$ cat src/design/rc4vsd_pkg.sv
// Types and constants of the stream decrypt unit.
// No dependencies; imported by the top level and the checker.
`timescale 1ns / 1ps
package rc4vsd_pkg;

  localparam int BOX_SIZE = 256;
  localparam int BOX_AW   = 8;

  // Request codes
  localparam logic [1:0] REQ_LOAD    = 2'd0;
  localparam logic [1:0] REQ_BUILD   = 2'd1;
  localparam logic [1:0] REQ_DECRYPT = 2'd2;

  // Result kinds
  localparam logic [1:0] KIND_PLAIN  = 2'd0;
  localparam logic [1:0] KIND_BUILT  = 2'd1;
  localparam logic [1:0] KIND_REJECT = 2'd2;

  typedef struct packed {
    logic [1:0] req_type;
    logic [6:0] key_index;
    logic [7:0] data_byte;
  } req_item_t;

  typedef struct packed {
    logic [1:0] result_kind;
    logic [7:0] plain_byte;
  } res_item_t;

endpackage

$ cat src/design/rc4_variant_stream_decrypt_unit.sv
// Top level of the RC4-schedule stream decrypt unit.
// Depends on rc4vsd_pkg and rc4vsd_ram.
//
//   channel | direction | handshake            | payload
//   in      | in        | in_valid / in_ready  | in_item  (req_item_t)
//   out     | out       | out_valid / out_ready| out_item (res_item_t)
//   cfg     | in        | cfg_we               | cfg_wdata (key length)
//
// A key load is written to the key store as it is taken; a decrypt reads
// the box three times; a build writes the identity, then swaps, paced by
// the box RAM: one identity write a cycle and four accesses per swap.
// Reset (rst, synchronous) clears the sequencer, the output slot, the
// stream position and the box-ready flag; the RAMs keep their contents.
// A finished result waits in the output register while the next item is
// taken; the block stalls only when a second result finds the slot full.
`timescale 1ns / 1ps
module rc4_variant_stream_decrypt_unit
  import rc4vsd_pkg::*;
#(
  parameter int KEY_MAX_LEN = 128
) (
  input  logic      clk,
  input  logic      rst,
  input  logic      in_valid,
  output logic      in_ready,
  input  req_item_t in_item,
  output logic      out_valid,
  input  logic      out_ready,
  output res_item_t out_item,
  input  logic      cfg_we,
  input  logic [7:0] cfg_wdata
);

  localparam int KS_AW = (KEY_MAX_LEN > 1) ? $clog2(KEY_MAX_LEN) : 1;

  typedef enum logic [3:0] {
    S_IDLE, S_INIT, S_RD_N, S_RD_P, S_WR_N, S_WR_P,
    S_DEC_A, S_DEC_B, S_DEC_C, S_DEC_D, S_EMIT
  } state_t;

  state_t            state;
  logic [7:0]        key_length;
  logic [7:0]        pos;
  logic              box_ready;
  logic [7:0]        n;        // sweep counter for init and swaps
  logic [KS_AW-1:0]  koff;     // key offset, wraps at key length
  logic [7:0]        prev;
  logic [7:0]        held;
  logic [7:0]        pick;
  logic [7:0]        jpos;
  logic [7:0]        a_val;
  logic [7:0]        dbyte;
  res_item_t         res;

  // Box RAM port
  logic              box_we;
  logic [BOX_AW-1:0] box_waddr;
  logic [7:0]        box_wdata;
  logic [BOX_AW-1:0] box_raddr;
  logic [7:0]        box_rdata;

  // Key store port
  logic              key_we;
  logic [KS_AW-1:0]  key_raddr;
  logic [7:0]        key_rdata;

  logic              accept;
  logic [8:0]        len_eff;
  logic [7:0]        pick_c;
  logic              koff_wrap;
  logic              emit_go;

  assign in_ready = (state == S_IDLE);
  assign accept   = in_valid && in_ready;
  assign key_we   = accept && (in_item.req_type == REQ_LOAD) &&
                    ({2'b00, in_item.key_index} < 9'(KEY_MAX_LEN));

  // Clamp the key length into 1..KEY_MAX_LEN
  always_comb begin
    if (key_length == 8'd0) begin
      len_eff = 9'd1;
    end else if ({1'b0, key_length} > 9'(KEY_MAX_LEN)) begin
      len_eff = 9'(KEY_MAX_LEN);
    end else begin
      len_eff = {1'b0, key_length};
    end
  end

  assign koff_wrap = (9'(koff) + 9'd1) >= len_eff;
  assign pick_c    = box_rdata + prev + key_rdata;
  assign emit_go   = !out_valid || out_ready;

  // Address and write selection for the shared box port
  always_comb begin
    box_we    = 1'b0;
    box_waddr = n;
    box_wdata = n;
    box_raddr = n;
    key_raddr = koff;
    case (state)
      S_INIT: begin
        box_we = 1'b1;
      end
      S_RD_P: begin
        box_raddr = pick_c;
      end
      S_WR_N: begin
        box_we    = 1'b1;
        box_wdata = box_rdata;
      end
      S_WR_P: begin
        box_we    = 1'b1;
        box_waddr = pick;
        box_wdata = held;
      end
      S_DEC_A: begin
        box_raddr = jpos;
      end
      S_DEC_B: begin
        box_raddr = box_rdata + jpos;
      end
      S_DEC_C: begin
        box_raddr = a_val + box_rdata;
      end
      default: begin
      end
    endcase
  end

  always_ff @(posedge clk) begin
    if (rst) begin
      state      <= S_IDLE;
      key_length <= 8'd1;
      pos        <= 8'd0;
      box_ready  <= 1'b0;
      out_valid  <= 1'b0;
    end else begin
      if (cfg_we) begin
        key_length <= cfg_wdata;
      end
      // Drop the result once taken, unless the emit state reloads the slot
      if (out_valid && out_ready && (state != S_EMIT)) begin
        out_valid <= 1'b0;
      end
      case (state)
        S_IDLE: begin
          if (accept) begin
            dbyte <= in_item.data_byte;
            jpos  <= pos + 8'd1;
            case (in_item.req_type)
              REQ_BUILD: begin
                n     <= 8'd0;
                state <= S_INIT;
              end
              REQ_DECRYPT: begin
                if (box_ready) begin
                  state <= S_DEC_A;
                end else begin
                  res   <= '{result_kind: KIND_REJECT, plain_byte: 8'd0};
                  state <= S_EMIT;
                end
              end
              default: begin
                // key loads write the store directly; unused codes are dropped
              end
            endcase
          end
        end
        S_INIT: begin
          // Write the identity, then start the swaps with cleared indices
          n <= n + 8'd1;
          if (n == 8'(BOX_SIZE - 1)) begin
            koff  <= '0;
            prev  <= 8'd0;
            state <= S_RD_N;
          end
        end
        S_RD_N: begin
          state <= S_RD_P;
        end
        S_RD_P: begin
          held  <= box_rdata;
          pick  <= pick_c;
          koff  <= koff_wrap ? '0 : koff + KS_AW'(1);
          state <= S_WR_N;
        end
        S_WR_N: begin
          state <= S_WR_P;
        end
        S_WR_P: begin
          prev <= pick;
          n    <= n + 8'd1;
          if (n == 8'(BOX_SIZE - 1)) begin
            box_ready <= 1'b1;
            pos       <= 8'd0;
            res       <= '{result_kind: KIND_BUILT, plain_byte: 8'd0};
            state     <= S_EMIT;
          end else begin
            state <= S_RD_N;
          end
        end
        S_DEC_A: begin
          state <= S_DEC_B;
        end
        S_DEC_B: begin
          a_val <= box_rdata;
          state <= S_DEC_C;
        end
        S_DEC_C: begin
          state <= S_DEC_D;
        end
        S_DEC_D: begin
          pos   <= jpos;
          res   <= '{result_kind: KIND_PLAIN, plain_byte: dbyte ^ box_rdata};
          state <= S_EMIT;
        end
        S_EMIT: begin
          // Hold until the output slot is free
          if (emit_go) begin
            out_valid <= 1'b1;
            out_item  <= res;
            state     <= S_IDLE;
          end
        end
        default: begin
          state <= S_IDLE;
        end
      endcase
    end
  end

  rc4vsd_ram #(
    .WIDTH (8),
    .DEPTH (BOX_SIZE)
  ) u_box (
    .clk   (clk),
    .we    (box_we),
    .waddr (box_waddr),
    .wdata (box_wdata),
    .raddr (box_raddr),
    .rdata (box_rdata)
  );

  rc4vsd_ram #(
    .WIDTH (8),
    .DEPTH (KEY_MAX_LEN)
  ) u_key (
    .clk   (clk),
    .we    (key_we),
    .waddr (KS_AW'(in_item.key_index)),
    .wdata (in_item.data_byte),
    .raddr (key_raddr),
    .rdata (key_rdata)
  );

endmodule

$ cat src/design/rc4vsd_ram.sv
// Generic single-write, single-read RAM with registered read data.
// No dependencies.
`timescale 1ns / 1ps
module rc4vsd_ram #(
  parameter int WIDTH = 8,
  parameter int DEPTH = 256,
  parameter int AW    = (DEPTH > 1) ? $clog2(DEPTH) : 1
) (
  input  logic             clk,
  input  logic             we,
  input  logic [AW-1:0]    waddr,
  input  logic [WIDTH-1:0] wdata,
  input  logic [AW-1:0]    raddr,
  output logic [WIDTH-1:0] rdata
);

  logic [WIDTH-1:0] mem [DEPTH];

  always_ff @(posedge clk) begin
    if (we) begin
      mem[waddr] <= wdata;
    end
    rdata <= mem[raddr];
  end

endmodule

$ cat config.mk
export PLATFORM = sky130hd
export DESIGN_NAME = rc4_variant_stream_decrypt_unit
export DESIGN_NICKNAME = d
export VERILOG_FILES = /design/src/design/rc4vsd_pkg.sv /design/src/design/rc4_variant_stream_decrypt_unit.sv /design/src/design/rc4vsd_ram.sv
export SDC_FILE = /design/constraint.sdc
export NUM_CORES = 2
export LEC_CHECK = 0
export BUFFER_PORTS_ARGS = -buffer_cell sky130_fd_sc_hd__buf_4
export CAP_MARGIN = 25
export CORE_UTILIZATION = 29
export DETAILED_ROUTE_END_ITERATION = 7
export GPL_TIMING_DRIVEN = 0
export PLACE_DENSITY = 0.43
export REMOVE_ABC_BUFFERS = 1
export SLEW_MARGIN = 20
export SYNTH_ARGS = -nofsm -noshare
export SYNTH_HDL_FRONTEND = slang
export SYNTH_SLANG_ARGS = --single-unit
$ cat constraint.sdc
create_clock -name clk -period 11.7 [get_ports clk]
set_input_delay 2.34 -clock clk [delete_from_list [all_inputs] [get_ports clk]]
set_output_delay 2.34 -clock clk [all_outputs]
set_load 0.02 [all_outputs]
Word level (Yosys, flattened, before mapping)
Memories as Yosys holds them, arrays and structs flattened. A register that Yosys moved wholly into a read port is not among the register bits.
Index checks and enable logic that the tools add are counted.
{"block": "totals", "regBits": 105, "mem_bits_rw": 3072, "in_bits": 30, "out_inout_bits": 12, "wordCells": 114, "mem_count": 2}
{"memory": "u_box.mem", "words": 256, "word_bits": 8, "read_ports": 1, "rd_clocked_by_memory_dff": 1, "wr": 1, "line_no": "rc4vsd_ram.sv:17", "source": "logic [WIDTH-1:0] mem [DEPTH];"}
{"memory": "u_key.mem", "words": 128, "word_bits": 8, "read_ports": 1, "rd_clocked_by_memory_dff": 1, "wr": 1, "line_no": "rc4vsd_ram.sv:17"}
{"block": "op_classes", "add_sub_neg": 8, "magnitude_cmp": 2, "eq_ne": 22, "muxes": 34, "bitwise_logic": 2, "reduce_logical": 27}
{"cell": "8-bit case mux with 2 select lines", "count": 4}
{"cell": "4-bit case mux with 11 select lines", "count": 1}
{"cell": "10-bit 2-to-1 mux", "count": 4}
{"cell": "8-bit 2-to-1 mux", "count": 5}
{"cell": "8-bit adder", "count": 4}
{"cell": "8-bit case mux with 4 select lines", "count": 1}
{"cell": "10-bit case mux with 3 select lines", "count": 1}
{"cell": "4-bit 2-to-1 mux", "count": 5}
{"cell": "8-bit by 1-bit adder with 8-bit output (second input constant)", "count": 2}
{"cell": "4-bit by 3-bit equality test with 1-bit output (second input constant)", "count": 4}
{"cell": "7-bit 2-to-1 mux", "count": 2}
{"cell": "7-bit case mux with 2 select lines", "count": 1}
{"cell": "4-bit equality test (second input constant)", "count": 3}
{"cell": "3-bit AND reduction", "count": 4}
{"cell": "8-bit by 9-bit >= comparator with 1-bit output", "count": 1}
{"cell": "9-bit 2-to-1 mux", "count": 1}
{"cell": "7-bit by 1-bit adder with 8-bit output (second input constant)", "count": 1}
{"cell": "4-bit by 2-bit equality test with 1-bit output (second input constant)", "count": 2}
{"cell": "8-bit equality test (second input constant)", "count": 1}
{"cell": "8-bit greater-than comparator (second input constant)", "count": 1}
{"cell": "8-bit zero test", "count": 1}
{"cell": "1-bit 2-to-1 mux", "count": 8}
{"cell": "2-bit != test (second input constant)", "count": 4}
{"cell": "4-bit case mux with 2 select lines", "count": 1}
{"cell": "21 further kinds", "count": 33}

Logic depth before layout (Yosys ltp)
{"block": "logic_depth", "word_depth": 6, "mapped_depth": 21, "ltp_nobuf": 15}

Hierarchy
Synthesis repeated with hierarchy kept, for this count alone.
{"block": "unflattened", "hier_cells": 5876, "area_unflattened_um2": 124919.8}
{"module": "rc4vsd_ram (u_box)", "n_inst": 1, "cells_per_inst": 3733, "area_per_inst_um2": 79556.3, "seq_area_each_um2": 61659.1}
{"module": "rc4vsd_ram (u_key)", "n_inst": 1, "cells_per_inst": 1635, "area_per_inst_um2": 39665.5, "seq_area_each_um2": 30909.6}
{"module": "rc4_variant_stream_decrypt_unit", "n_inst": 1, "cells_per_inst": 508, "area_per_inst_um2": 5698.0, "seq_area_each_um2": 2932.8}

Worst setup path after synthesis
No wires, ideal clock.
{"block": "synth_path", "kind": "register to register", "from": "register state[3]", "to": "memory u_box.mem[0][6] (data pin)", "setup_ns": 1.579, "t_arrival_ns": 8.561, "required_ns": 10.121, "setup_slack_ns": 1.560, "path_stages_with_launch": 8, "n_path_buf": 4, "period_less_slack_ns": 10.140, "cell_sequence": "dfxtp_1 -> clkbuf_1 -> buf_2 -> buf_1 -> nor3_1 -> clkbuf_1 -> nor2_1 -> a21oi_1"}
{"block": "synth_via", "elab_chain_cells": 2, "word_cells_on_any_way": 3, "cone_classes": "eq/ne: 2; mux: 1"}
{"item": "start, declared", "line_no": "rc4_variant_stream_decrypt_unit.sv:41", "source": "state_t state;"}
{"item": "start signal, assigned", "line_no": "rc4_variant_stream_decrypt_unit.sv:132", "source": "state <= S_IDLE;"}
{"item": "start signal, assigned", "line_no": "rc4_variant_stream_decrypt_unit.sv:153", "source": "state <= S_INIT;"}
{"item": "start signal, assigned", "line_no": "rc4_variant_stream_decrypt_unit.sv:157", "source": "state <= S_DEC_A;"}
{"item": "4-bit by 3-bit equality test with 1-bit output", "line_no": "rc4_variant_stream_decrypt_unit.sv:100", "source": "case (state)"}
{"item": "8-bit case mux with 2 select lines (*)", "line_no": "rc4_variant_stream_decrypt_unit.sv:100"}
{"item": "via box_wdata[6]", "line_no": "rc4_variant_stream_decrypt_unit.sv:58", "source": "logic [7:0] box_wdata;"}
{"item": "end, declared", "line_no": "rc4vsd_ram.sv:17"}
Mark *: on every way through the listed nets, which the timed path passes. The rest lies on a longest branch.

Final worst setup path
{"block": "layout_path", "from": "register state[3]", "to": "register u_box.rdata[7], read port of u_box.mem"}
{"block": "layout_via", "elab_chain_cells": 2, "word_cells_on_any_way": 5, "cone_classes": "eq/ne: 4; mux: 1"}
{"item": "4-bit equality test (tied with other cells)", "line_no": "rc4_variant_stream_decrypt_unit.sv:100"}
{"item": "8-bit case mux with 4 select lines (*)", "line_no": "rc4_variant_stream_decrypt_unit.sv:100"}
{"item": "end, declared", "line_no": "rc4vsd_ram.sv:14", "source": "output logic [WIDTH-1:0] rdata"}
Mark *: on every way between the ends. The rest lies on a longest branch, timed or not.
A chain may end at the register's enable or synchronous reset.

==> flow_metrics.tcl <==
set metrics [dict create \
    outcome "finished, final reports clean" \
    synth_seq_cells 3193 \
    pwr_density_cell_nw_per_um2 171 \
    synth_edf_count 3155 \
    synthArstFlopShare_pct 0 \
    layout_min_cycle_time_ps 8720 \
    cp.arrival_ps 9440 \
    final_common_cell "edfxtp_1" \
    tritoncts "done" \
    ys_types 84 \
    antenna_found_initial 27 \
    cts.path.max_buffers 4 \
    die_y_um 664 \
    cts.sinks 3193 \
    slew_headroom_pct 26.3 \
    syn_inst 8152 \
    synth_area_per_cell_um2 15.6 \
    wire_per_inst_um 27.8 \
    cts_root_buffer "clkbuf_16" \
    skew_ps 70.0 \
    num_vias 72586 \
    end_kind "flop" \
    synth_warnings 0 \
    drv_slew 0 \
    start_kind "flop" \
    worst_path_max_delay_cell "dfxtp_1" \
    drive_gt1_share_pct 15.9 \
    max_freq_mhz 115 \
    hold_viol_final 0 \
    peakVddDrop_v 0.000121 \
    die_area_um2 441000 \
    grt_pass1_wl_um 566000 \
    ys_top_cells_by_area "edfxtp_1 75%, mux4_2 6.3%, nand2_1 4.8%" \
    numPortBuffers 41 \
    first_global_vias 72449 \
    dp_hpwl_um 266000 \
    drc 0 \
    worstSetupPathType "reg -> reg" \
    syn_to_final_growth_pct 19.5 \
    postCtsHoldBufs 0 \
    crit_path_frequent_cell "buf_6" \
    p_leak_nw 49.4 \
    viasPerCell 5.02 \
    num-nets-final 8504 \
    netlist.area_leader.share_pct 74.6 \
    mostFrequentLayoutCells "3,155 x edfxtp_1, 1,600 x nand2_1, 638 x nand3_1" \
    cts_buffers 355 \
    placed_cell_area_um2 140000 \
    synth_ff_type "edfxtp_1" \
    io_pins 42 \
    wl_um 403000 \
    worstMarginPinSlew_ps 1090 \
    finalSetupViolations 0 \
    hold_class "reg -> reg" \
    grt_max_degree 130 \
    cp_max_fo 31 \
    cts.clk_slew.worst_paths_ps 60 \
    htree_levels 5 \
    die_w_um 664 \
    syn-cell-area_um2 127000 \
    start_util_pct 29.2 \
    routabilityCongestion 0.774 \
    ant_nets 0 \
    final_min_period_over_clock_period_pct 74.5 \
    finish.instance_area_um2 152000 \
    grt_remaining_overflow 0 \
    post-cts-setup-buffers 0 \
    worstPathRequired_ps 12420 \
    rsz0062_at_grt "no" \
    max-cap-violations 0 \
    rows 242 \
    ys_seq_area_share_pct 75.2 \
    gr-usage-all-layers_pct 17.8 \
    core_um2 435000 \
    clk_latency_ps 990 \
    firstDrtPassIters 7 \
    first_iter_violations 6889 \
    fin_setup_tns_ps 0 \
    cts_resized 0 \
    yosysTopAreaCell "edfxtp_1" \
    cpPeakStageDelay_ps 1000 \
]
## Yosys cell counts, types with 8 or more instances
library cell     n
a21o_1          22
a21oi_1        162
a221oi_1         9
a22oi_1         18
a311oi_1        76
a31oi_1         59
a32o_1           8
a32oi_1         39
and3_1         101
buf_1           77
buf_2          237
buf_4           11
clkbuf_1       179
dfxtp_1         38
edfxtp_1      3155
fa_1             9
ha_1            25
inv_1           12
mux2_2          10
mux2i_1        248
mux4_2         356
nand2_1       1630
nand2b_1        11
nand3_1        640
nand3b_1        13
nand4_1         62
nand4b_1        10
nor2_1         481
nor2b_1         19
nor3_1          30
nor4_1          31
o211ai_1        10
o21ai_0         96
o221ai_1        10
o22ai_1        101
o31ai_1         10
or3_1           10
or4_1            8
xnor2_1         25
xor2_1          12
## metrics by stage
step / power (W) / cells / utilization (%) / setup slack [ps] / hold WS, ps
6_report: 0.0260 / 14463 / 34.9 / 2980 / 418
5_1_grt: 0.0267 / 14456 / 34.9 / 2590 / 431
4_1_cts: 0.0262 / 14447 / 34.8 / 2930 / 420
3_5_place_dp: 0.0153 / 13810 / 32.3 / 3000 / 410
3_3_place_gp: 0.0168 / 13421 / 30.4 / -53010 / 429
2_1_floorplan: 0.0149 / 7646 / - / -23970 / 400
## power breakdown
| part | switching (W) | total (W) | internal, W |
|---|---|---|---|
| sequential | 0.0000775 | 0.0127 | 0.0126 |
| combinational | 0.00161 | 0.00239 | 0.000779 |
| clock | 0.00466 | 0.0109 | 0.00622 |
## worst max-delay path, delay by kind of cell (launching register included)
kind / cells / cell delay (ps)
buffers and inverters: 16 / 2980
AOI/OAI and AO/OA: 3 / 840
DFF: 1 / 1000
and+or+nand+nor: 10 / 2790
adders and majority gates: 2 / 790
## logic make-up after synthesis
kind of cell | synth area share (%)
muxes | 8.35
DFF | 75.2
xor gates and xnor gates | 0.255
adders and majority gates | 0.388
buffers and inverters | 1.81
AOI/OAI and AO/OA | 3.52
and+or+nand+nor | 10.5
## state kept, by name (all words and copies together), names as in the netlist, 4 cells and up
name and cells:
a_val 8, dbyte 8, held 8, jpos 8
key_length 8, key_raddr 7, n 8, out_item 10
pick 8, pos 8, prev 8, res 10
state 4, u_box.mem 2048, u_box.rdata 8, u_key.mem 1024
u_key.rdata 8
## layer usage
layer	routed length [µm]	GRT usage, %	vias up
met3	19300	2.14	574
li1	-	-	31883
met2	195000	29.9	2092
met5	13	0	-
met1	174000	23.9	38035
met4	14500	5.97	2
## path summary, 6_finish.rpt
path / from / to / slack [ps] / cells past startpoint
hold / removal: res[5] / out_item[5] / 420 / 0
setup reg to reg: state[3] / u_box.rdata[7] / 2980 / 31
setup / recovery: state[3] / u_box.rdata[7] / 2980 / 31
hold reg to reg: res[5] / out_item[5] / 420 / 0
## area by class of cell
class	count	area [µm²]
Fill cell	41184	283000
Timing Repair Buffer	437	7970
Sequential cell	3193	95500
Antenna cell	9	22.5
Clock buffer	446	9310
Multi-Input combinational cell	4441	29900
Tap cell	5734	7170
Inverter	12	45.0
Clock inverter	191	1880
(Power assumes the default switching activity.)
